[src/design/mcsr_pkg.sv]
// mcsr_pkg: shared types and constants for the mesh adjacency csr builder
// holds action codes, controller states and the command/status structs
// no dependencies
`default_nettype none

package mcsr_pkg;

  // default sizes of the adjacency storage
  localparam int MAX_VERTICES_DEF = 1024;
  localparam int MAX_DEGREE_DEF   = 16;

  // field widths fixed by the interface
  localparam int NP_W  = 11;
  localparam int IDX_W = 10;
  localparam int OFF_W = 15;

  // action codes of a request
  localparam logic [1:0] ACT_CLEAR = 2'd0;
  localparam logic [1:0] ACT_ADD   = 2'd1;
  localparam logic [1:0] ACT_EMIT  = 2'd2;

  // controller states
  typedef enum logic [3:0] {
    S_CLEAR,
    S_IDLE,
    S_ADD_CHK,
    S_DEG_RD,
    S_SCAN_RD,
    S_SCAN_CMP,
    S_DECIDE,
    S_SHIFT_RD,
    S_SHIFT_WR,
    S_NEXT,
    S_EMIT_DEG,
    S_EMIT_ROW,
    S_EMIT_OUT
  } state_t;

  // controller to datapath
  typedef struct packed {
    logic latch;
    logic clr_start;
    logic clr_step;
    logic ins_first;
    logic ins_next;
    logic deg_rd_ins;
    logic scan_rd;
    logic scan_inc;
    logic shift_init;
    logic shift_rd;
    logic shift_wr;
    logic place;
    logic set_ovf;
    logic emit_deg_rd;
    logic emit_end;
    logic emit_empty;
    logic emit_first_rd;
    logic emit_word;
  } cmd_t;

  // datapath to controller
  typedef struct packed {
    logic tri_ok;
    logic clr_last;
    logic i_eq_n;
    logic nb_lt_x;
    logic nb_eq_x;
    logic deg_full;
    logic k_eq_i;
    logic j_last;
    logic cursor_end;
    logic deg_zero;
    logic emit_last;
  } status_t;

endpackage

`default_nettype wire

[src/design/mcsr_ctrl.sv]
// mcsr_ctrl: sequencing state machine of the adjacency builder
// depends on mcsr_pkg for states, action codes and command/status structs
`default_nettype none

module mcsr_ctrl (
  input  wire logic               clk,
  input  wire logic               rst,
  input  wire logic               start,
  input  wire logic [1:0]         action,
  input  wire mcsr_pkg::status_t  sts,
  output mcsr_pkg::cmd_t          cmd,
  output logic                    busy
);

  mcsr_pkg::state_t state, state_next;

  // state register, reset starts the degree clearing sweep
  always_ff @(posedge clk) begin
    if (rst) begin
      state <= mcsr_pkg::S_CLEAR;
    end else begin
      state <= state_next;
    end
  end

  // next state
  always_comb begin
    state_next = state;
    unique case (state)
      mcsr_pkg::S_CLEAR: begin
        if (sts.clr_last) state_next = mcsr_pkg::S_IDLE;
      end
      mcsr_pkg::S_IDLE: begin
        if (start) begin
          if (action == mcsr_pkg::ACT_CLEAR) begin
            state_next = mcsr_pkg::S_CLEAR;
          end else if (action == mcsr_pkg::ACT_ADD) begin
            state_next = mcsr_pkg::S_ADD_CHK;
          end else if (action == mcsr_pkg::ACT_EMIT) begin
            state_next = mcsr_pkg::S_EMIT_DEG;
          end
        end
      end
      mcsr_pkg::S_ADD_CHK: begin
        state_next = sts.tri_ok ? mcsr_pkg::S_DEG_RD : mcsr_pkg::S_IDLE;
      end
      mcsr_pkg::S_DEG_RD: state_next = mcsr_pkg::S_SCAN_RD;
      mcsr_pkg::S_SCAN_RD: begin
        state_next = sts.i_eq_n ? mcsr_pkg::S_DECIDE : mcsr_pkg::S_SCAN_CMP;
      end
      mcsr_pkg::S_SCAN_CMP: begin
        priority if (sts.nb_lt_x) state_next = mcsr_pkg::S_SCAN_RD;
        else if (sts.nb_eq_x)     state_next = mcsr_pkg::S_NEXT;
        else                      state_next = mcsr_pkg::S_DECIDE;
      end
      mcsr_pkg::S_DECIDE: begin
        state_next = sts.deg_full ? mcsr_pkg::S_NEXT : mcsr_pkg::S_SHIFT_RD;
      end
      mcsr_pkg::S_SHIFT_RD: begin
        state_next = sts.k_eq_i ? mcsr_pkg::S_NEXT : mcsr_pkg::S_SHIFT_WR;
      end
      mcsr_pkg::S_SHIFT_WR: state_next = mcsr_pkg::S_SHIFT_RD;
      mcsr_pkg::S_NEXT: begin
        state_next = sts.j_last ? mcsr_pkg::S_IDLE : mcsr_pkg::S_DEG_RD;
      end
      mcsr_pkg::S_EMIT_DEG: begin
        state_next = sts.cursor_end ? mcsr_pkg::S_IDLE : mcsr_pkg::S_EMIT_ROW;
      end
      mcsr_pkg::S_EMIT_ROW: begin
        state_next = sts.deg_zero ? mcsr_pkg::S_IDLE : mcsr_pkg::S_EMIT_OUT;
      end
      mcsr_pkg::S_EMIT_OUT: begin
        if (sts.emit_last) state_next = mcsr_pkg::S_IDLE;
      end
      default: state_next = mcsr_pkg::S_IDLE;
    endcase
  end

  // command outputs
  always_comb begin
    cmd  = '0;
    busy = (state != mcsr_pkg::S_IDLE);
    unique case (state)
      mcsr_pkg::S_CLEAR: cmd.clr_step = 1'b1;
      mcsr_pkg::S_IDLE: begin
        if (start) begin
          cmd.latch     = 1'b1;
          cmd.clr_start = (action == mcsr_pkg::ACT_CLEAR);
        end
      end
      mcsr_pkg::S_ADD_CHK: cmd.ins_first = sts.tri_ok;
      mcsr_pkg::S_DEG_RD:  cmd.deg_rd_ins = 1'b1;
      mcsr_pkg::S_SCAN_RD: cmd.scan_rd = !sts.i_eq_n;
      mcsr_pkg::S_SCAN_CMP: cmd.scan_inc = sts.nb_lt_x;
      mcsr_pkg::S_DECIDE: begin
        cmd.set_ovf    = sts.deg_full;
        cmd.shift_init = !sts.deg_full;
      end
      mcsr_pkg::S_SHIFT_RD: begin
        cmd.place    = sts.k_eq_i;
        cmd.shift_rd = !sts.k_eq_i;
      end
      mcsr_pkg::S_SHIFT_WR: cmd.shift_wr = 1'b1;
      mcsr_pkg::S_NEXT: cmd.ins_next = !sts.j_last;
      mcsr_pkg::S_EMIT_DEG: begin
        cmd.emit_end    = sts.cursor_end;
        cmd.emit_deg_rd = !sts.cursor_end;
      end
      mcsr_pkg::S_EMIT_ROW: begin
        cmd.emit_empty    = sts.deg_zero;
        cmd.emit_first_rd = !sts.deg_zero;
      end
      mcsr_pkg::S_EMIT_OUT: cmd.emit_word = 1'b1;
      default: cmd = '0;
    endcase
  end

endmodule

`default_nettype wire

[config.mk]
export PLATFORM = sky130hd
export DESIGN_NAME = mcsr_ctrl
export DESIGN_NICKNAME = d
export VERILOG_FILES = /design/src/design/mcsr_pkg.sv /design/src/design/mcsr_ctrl.sv
export SDC_FILE = /design/constraint.sdc
export NUM_CORES = 1
export LEC_CHECK = 0
export ABC_CLOCK_PERIOD_IN_PS = 1600
export BUFFER_PORTS_ARGS = -buffer_cell sky130_fd_sc_hd__buf_2
export CAP_MARGIN = 20
export CORE_UTILIZATION = 42
export DETAILED_ROUTE_END_ITERATION = 16
export PLACE_DENSITY = 0.89
export SLEW_MARGIN = 30
export SYNTH_ARGS = -nofsm -noshare
export SYNTH_HDL_FRONTEND = slang
export SYNTH_SLANG_ARGS = --single-unit
[constraint.sdc]
create_clock -name clk -period 1.6 [get_ports clk]
set_clock_uncertainty 0.1 [all_clocks]
set_input_delay 0.16 -clock clk [delete_from_list [all_inputs] [get_ports clk]]
set_output_delay 0.16 -clock clk [all_outputs]
set_load 0.005 [all_outputs]
; ---- Word-level counts from Yosys, hierarchy flattened
; Cells that the tools add are included.
; W data, S select, Z words.
[op_classes]
eq_ne = 19
mux = 32
reduce_logical = 9
[op_table]
columns = op, n
row1 = $pmux W4 S13, 1
row2 = $mux W4, 11
row3 = $eq A4 B4 Y1 const B, 5
row4 = $eq A4 B3 Y1 const B, 4
row5 = $mux W2, 7
row6 = $mux W1, 13
row7 = $eq A4 B2 Y1 const B, 2
row8 = $logic_not A1 Y1, 6
row9 = $ne A2 B2 Y1 const B, 3
row10 = $eq A4 B1 Y1 const B, 1
row11 = $logic_not A4 Y1, 1
row12 = $ne A4 B1 Y1 const B, 1
row13 = $ne A4 B4 Y1 const B, 1
row14 = $reduce_and A4 Y1, 1
row15 = $eq A2 B1 Y1 const B, 1
row16 = $eq A2 B2 Y1 const B, 1
row17 = $logic_not A2 Y1, 1
[word_totals]
out_inout_bits = 19
elab_cells = 61
register_bits = 4
in_bits = 16

; ---- Logic depth before layout (Yosys ltp)
; Gate-level depths: netlist of run 1.
[depth]
word_depth = 6
mapped_depth = 6
mapped_depth_nobuf = 5

; ---- Worst setup path after synthesis of run 1
; Ideal clock, no wire load.
[synth_timing]
kind = reg2reg
from = register state[2]
to = register state[3]
t_arrival_ns = 1.243
path_slack_ns = 0.170
path_stages_with_launch = 6
path_buffers = 1
setup_time_ns = 0.086
cell_sequence = dfxtp_1 > buf_6 > or3b_1 > a21oi_1 > a311oi_1 > a221oi_2
[synth_between]
elab_chain_cells = 3
[synth_lines]
columns = item, line
row1 = start: declaration, mcsr_ctrl.sv:15  ; mcsr_pkg::state_t state, state_next;
row2 = start signal: assignment, mcsr_ctrl.sv:20  ; state <= mcsr_pkg::S_CLEAR;
row3 = start signal: assignment, mcsr_ctrl.sv:22  ; state <= state_next;
row4 = $eq A4 B1 Y1 (tied with other cells), mcsr_ctrl.sv:29  ; unique case (state)
row5 = $ne A4 B4 Y1 (no line) or $ne A2 B2 Y1 (tied branches), -
row6 = $reduce_and A4 Y1 (no line), -
; Several ways; a longest one is shown, not always the timed one.
; A chain may end at the register's enable or synchronous reset.

==> results of run 1 <==
==> worst max-delay path: stages, from the launching register on <==
cell	delay (ns)
dfxtp_1	0.36
buf_12	0.17
nand2b_1	0.23
nor3_1	0.20
buf_2	0.14
==> final cells by class <==
class	count	share of cell area [%]
well taps	15	2.10
flip-flops and latches	4	9.68
multi-input cells	72	55.5
repair buffers	42	27.2
clock buffers	3	2.52
inverters	7	2.95
==> logic make-up (layout without fill, tap and decap cells) <==
kind of cell               Yosys count  count (layout)  share of synthesized area [%]
and+or+nand+nor                     49              49                           44.6
adders and majority gates            2               2                           4.11
DFF                                  4               4                           13.1
AOI/OAI and AO/OA                   21              21                           26.1
buffers and inverters               15              52                           12.1
==> power by group through the flow <==
stage | logic (mW) | registers [mW] | clock network (mW)
3_3_place_gp | 0.160 | 0.117 | 0
2_1_floorplan | 0.102 | 0.109 | 0
5_1_grt | 0.192 | 0.118 | 0.133
3_5_place_dp | 0.164 | 0.118 | 0
6_report | 0.179 | 0.117 | 0.131
4_1_cts | 0.166 | 0.116 | 0.127
==> per-layer routing <==
metal | GRT usage [%] | wire length [µm]
met4 | 22.4 | 61
met3 | 7.22 | 243
met1 | 28.9 | 879
met2 | 46.0 | 1020
met5 | 0 | 0
==> per-stage QoR <==
step	power [mW]	worst slack [ns]	std cells
6_report	0.427	0.00961	143
5_1_grt	0.443	-0.00345	143
4_1_cts	0.410	0.000947	143
3_5_place_dp	0.282	0.0116	140
3_3_place_gp	0.277	0.0714	140
2_1_floorplan	0.211	0.170	91
==> synth_stat cells, types with 2 or more instances <==
master     n  area (µm²)
nor2_1     6        22.5
a31oi_1    3        18.8
or3b_1     2        17.5
nand3_1    2        10.0
buf_2      5        25.0
and3_1     3        18.8
nor3_1    10        50.1
a311oi_1   2        17.5
dfxtp_1    4        80.1
nor4_1     3        18.8
nor3_2     2        20.0
o21ai_1    2        10.0
o22ai_1    3        18.8
ha_1       2        25.0
nor2b_1    3        18.8
nand2_1    7        26.3
a211oi_1   2        15.0
inv_1      7        26.3
nand2b_1   9        56.3
a21oi_1    3        15.0
==> worst min-delay path by stage <==
stage | start | endpoint | slack, ns | cells after the start
global route | rst | state[2]$_SDFFE_PP0P_ | 0.04 | 2
detailed placement | rst | state[2]$_SDFFE_PP0P_ | 0.29 | 2
global placement | rst | state[3]$_SDFFE_PP0P_ | 0.28 | 2
CTS | rst | state[2]$_SDFFE_PP0P_ | 0.04 | 2
floorplan | rst | state[3]$_SDFFE_PP0P_ | 0.13 | 1
finish | rst | state[2]$_SDFFE_PP0P_ | 0.05 | 2
==> what timing repair did <==
action,4_1_cts,5_1_grt
resized for setup,2,11
pin swaps,0,1
endpoints found under the hold margin,0,0
setup endpoints to repair,11,13
hold buffers,0,0
==> layout by cell type (no fill, tap or decap), types with 2 or more instances in the layout <==
cell type	count
a211oi_1	2
a21oi_1	3
a311oi_1	2
a31oi_1	3
and3_1	3
buf_2	34
buf_4	7
clkbuf_4	3
dfxtp_2	2
ha_1	2
inv_1	7
nand2_1	7
nand2b_1	7
nand2b_4	2
nand3_1	2
nor2_1	6
nor2b_1	2
nor3_1	9
nor3_2	2
nor4_1	2
o21ai_1	2
o22ai_1	3
or3b_1	2
==> results.md, run 1 <==
- CTS Buffer Depth: 2
- WL/cell: about 15 µm
- Fmax: 629 MHz
- Die W: 40.1 µm
- Async S/R FF share, synth: 0%
- Post-synth top flop: dfxtp_1
- Largest net degree at the start of global routing: 17
- RSZ-0062 raised after global routing: true
- Total number of vias: 872
- Critical Path Fanout Max: 16
- Final core occ: between 60% and 70%
- Max reg flops: 4
- Worst Hold Margin: about 0.047 ns
- Starting density of the core: 46.2%
- First-pass GRT wire length: 2930 µm
- Grt ovf: 0
- EDFF count, synth: 0
- Average via count per standard cell: 6.10
- Area of the core: 0.00132 mm²
- Sequential cell area: ~86 µm²
- Synthesized area: 609 µm²
- Worst reg2reg path depth: 4
- Antenna violations before repair: 0
- Share of layout cells above drive strength 1: 45.3%
- Final Wtd Congestion: roughly 0.99
- Slew @ Worst Pin: 0.362 ns
- Clk Latency, worst-skew pair: 0.24 ns
- Number of detailed-route iterations in the first pass: 4
- Pwr dens: 479 mW/mm²
- Vias in the first global route: 713
- CTS tree: built
- R2r endpoint: state[3]$_SDFFE_PP0P_
- Synth cell types: 31
- Critical path class: flip-flop to output port
- Synth Net Count: approximately 110
- ANT nets after route: 0
- Sequential fraction of the synthesis area: a little over an eighth
- Clock power frac: between 30% and 40%
- Area grow syn2layout: 46.4%
- Tmin final: 1.59 ns
- Pleak: 0.417 nW
- Part of the power in registers: between 20 and 30%
- Post-DP Area: 823 µm²
- Fin crit share: between 90% and 100%
- Clk root buf: clkbuf_4
- H-tree levels: 1
- Nets@finish: 148
- Die area: 0.00161 mm²
- Crit. Startpoint: state[0]$_SDFFE_PP0P_
- P_int: ~0.27 mW
- DIE HEIGHT: around 40 µm
- TritonCTS Buffers: 3
- Switching Share: between 30% and 40%
- Multi-input logic area: 495 µm²
- Worst-path clk slew: ~0.040 ns
- Worst rel slew slack: 75.8%
- End point of the critical path: cmd[3]
- Crit Reg-Reg Startpoint: state[1]$_SDFFE_PP0P_
- Post-CTS Repair Setup Buffers: 0
- Port bufs: 34
- Maxcap violations: 0
- Fillcell total: 106
- Post-Syn Instances: 91
- Crit. End Element: output port
- Setup TNS: 0 ns
- # diodes: 0
- Cell area after layout: slightly below 900 µm²
- DPL Wire Length: 1640 µm
- Final hold viol count: 0
- R2r setup slk: 0.07 ns
- Largest Register: state
- VDD IR max: around 330 µV
- GRT Util Overall: between 20 and 30%
- Critical Path Start Type: flip-flop
- NetSw: between 0.15 and 0.2 mW
- Crit path required time: 1.34 ns
- DRT iter0 DRCs: 71
- Worst EP arrival: approximately 1.3 ns
- Combinational Power Share: 41.9%
- Synth Area per Inst: approximately 6.7 µm²
- Worst Hold Class: input port to flip-flop
- Ys Warns: 0
- Row count: 13
- Synthesized flop and latch total: 4
- CTS sink cnt: 4
- Ports: 35
- Final number of setup-violating endpoints: 0
- Number of remaining DRC errors: 0
- Final count of pins violating max slew: 0
- WL final: between 2000 and 2500 µm
- Biggest regs: state: 4 flops
- Status: finished clean
(Power assumes the default switching activity.)
==> inputs of run 2 (changes only) <==
--- a/config.mk
+++ b/config.mk
@@ -8,9 +8,9 @@
 export ABC_CLOCK_PERIOD_IN_PS = 1600
 export BUFFER_PORTS_ARGS = -buffer_cell sky130_fd_sc_hd__buf_2
 export CAP_MARGIN = 20
-export CORE_UTILIZATION = 42
+export CORE_UTILIZATION = 30
 export DETAILED_ROUTE_END_ITERATION = 16
-export PLACE_DENSITY = 0.89
+export PLACE_DENSITY = 0.7
 export SLEW_MARGIN = 30
 export SYNTH_ARGS = -nofsm -noshare
 export SYNTH_HDL_FRONTEND = slang
==> run 2 against run 1 <==
  * The run now ends with setup timing left
  * Sequential share of layout area grew 0.24 points
  * Power shrank 0.38%
  * Clock-buffer cell count unchanged
  * Non-clock buffer count increased by 1
  * Critical path depth unchanged
  * Worst setup slack lost 0.012 ns
  * Cell area down 0.98%
  * Largest cell class unchanged
==> results.md, run 2 (synthesis results as in run 1) <==
- Clk root buf: clkbuf_4
- WL/cell: 13.9 µm (-9.7%)
- Met3 track demand over resource: 3.08% (-4.1 points)
- Busiest layer in global routing: met2
- Critical Path Fanout Max: 13 (-3)
- Tmin final: 1.60 ns (+0.0115 ns)
- Share of layout cells above drive strength 1: 45.0% (-0.35 points)
- Setup TNS: -0.00192 ns (-0.00192 ns)
- Leading cell type in the layout, fill and taps excluded: buf_2
- Pwr dens: 482 mW/mm² (+0.61%)
- Pre-CTS setup slack: 0.0442 ns (+0.0326 ns)
- Ports: 35 (unchanged)
- Clk Latency, worst-skew pair: 0.25 ns (about the same)
- RSZ-0062 raised after global routing: true
- WP buf/inv: 2 (unchanged)
- Port bufs: 34 (unchanged)
- Number of detailed-route iterations in the first pass: 5 (+1)
- Final hold viol count: 0 (unchanged)
- Row count: 15 (+2)
- Die area: 0.00222 mm² (+38%)
- Leading cell types in the layout, fill and taps excluded: buf_2 (34), nor3_1 (10), buf_4 (8)
- # diodes: 0 (unchanged)
- Grt ovf: 0 (unchanged)
- TritonCTS Buffers: 3 (unchanged)
- Worst Hold Class: input port to flip-flop
- Final core occ: 48.5% (-19 points)
- CTS Buffer Depth: 2 (unchanged)
- Worst EP arrival: 1.34 ns (about the same)
- H-tree levels: 1 (unchanged)
- CP Cell Sequence: nand2b_2 -> buf_4 -> nor3_1 -> buf_2
- Worst rel slew slack: 74.5% (-1.3 points)
- Crit. End Element: output port
- Antenna violations before repair: 0 (unchanged)
- Worst Hold Margin: 0.0192 ns (-0.0276 ns)
- Die W: 47.1 µm (+17%)
- R2r setup slk: 0.11 ns (+0.04 ns)
- DRT iter0 DRCs: 44 (-38%)
- ANT nets after route: 0 (unchanged)
- Average via count per standard cell: 5.58 (-8.5%)
- Nets@finish: 149 (+0.68%)
- Post-route insts no fill: 154 (+7.7%)
- Biggest regs: state: 4 flops
- Cell count after placement: 151 (+7.9%)
- Fmax: 624 MHz (-0.72%)
- DIE HEIGHT: 47.1 µm (+17%)
- Slowest stage cell on the critical path: dfxtp_4
- Critical Path Start Type: flip-flop
- Max incr delay on CP: 0.38 ns (+0.02 ns)
- Max reg flops: 4 (unchanged)
- Starting density of the core: 33.5% (-13 points)
- Fillcell total: 194 (+83%)
- Post-DP Area: 843 µm² (+2.4%)
- Failing checks: setup timing
- Sequential cell area: 87.6 µm² (+1.4%)
- CTS sink cnt: 4 (unchanged)
- Cell area after layout: 883 µm² (-0.98%)
- Pleak: 0.406 nW (-2.5%)
- WL final: 2150 µm (-2.8%)
- Maxcap violations: 0 (unchanged)
- CTS tree: built
- Final count of pins violating max slew: 0 (unchanged)
- Vias in the first global route: 697 (-2.2%)
- Worst-path clk slew: 0.04 ns (about the same)
- Largest net degree at the start of global routing: 14 (-3)
- Crit path required time: 1.34 ns (about the same)
- Family with the most delay on the worst path: simple AND/OR/NAND/NOR gates
- Multi-input logic area: 465 µm² (-6.1%)
- Global Route met2 Usage: 33.1% (-13 points)
- Total number of vias: 859 (-1.5%)
- Power Total: 0.426 mW (-0.38%)
- Fin crit share: 100% (+0.72 points)
- Largest Register: state
- Critical path class: flip-flop to output port
- Post-CTS Repair Setup Buffers: 0 (unchanged)
- Number of remaining DRC errors: 0 (unchanged)
- VDD IR max: 212 µV (-36%)
- First-pass GRT wire length: 3080 µm (+5.2%)
- Final Wtd Congestion: 0.937 (-5.3%)
- GRT Util Overall: 20.4% (-7.2 points)
- Area grow syn2layout: 45.0%
- Grt met1 use: 26.2% (-2.7 points)
- Fin worst setup slack: -0.00192 ns (-0.0115 ns)
- Final number of setup-violating endpoints: 1 (+1)
- Area of the core: 0.00182 mm² (+38%)
- Status: complete, but fails checks
- DPL Wire Length: 1670 µm (+1.5%)
- Slew @ Worst Pin: 0.382 ns (+0.0193 ns)
-- run 2: cell types whose count changed in the layout (fill, tap and decap cells not counted), sizes merged --
| cell | previous run | this run |
|---|---|---|
| buf | 42 | 43 |
-- run 2: final cells by class --
class / count / area share (%)
timing repair buffer: 43 / 28.3
inverter: 7 / 2.97
tap: 25 / 3.54
clock buffer: 3 / 2.55
sequential: 4 / 9.92
multi-input combinational: 72 / 52.7
-- run 2: repair_timing --
item | in CTS | in global routing
endpoints found under the setup margin | 13 | 12
gates cloned | 0 | 0
resized for setup | 6 | 3
hold buffers | 0 | 0
-- run 2: power by group --
part | internal [mW] | switching, mW | leakage (nW) | total (mW)
Clock | 0.0845 | 0.0514 | 0.0138 | 0.136
Sequential | 0.106 | 0.0134 | 0.0346 | 0.119
Combinational | 0.0834 | 0.0870 | 0.358 | 0.170
Total | 0.274 | 0.152 | 0.406 | 0.426
-- run 2: worst paths after layout --
kind | startpoint | end | cells after the start
max | state[2]$_SDFFE_PP0P_ | cmd[2] | 4
min | rst | state[3]$_SDFFE_PP0P_ | 2
max reg2reg | state[1]$_SDFFE_PP0P_ | state[3]$_SDFFE_PP0P_ | 4
min reg2reg | state[2]$_SDFFE_PP0P_ | state[2]$_SDFFE_PP0P_ | 2
-- run 2: worst register-to-register path, delay by kind of cell (launching register included) --
family	cells	cell delay, ns
flops	1	0.40
simple gates	1	0.37
compound gates	3	0.53
-- run 2: per-layer routing --
metal / up-vias / routed length, µm
met1: 382 / 945
li1: 411 / -
met2: 57 / 954
met5: - / 0
met3: 9 / 185
met4: 0 / 62
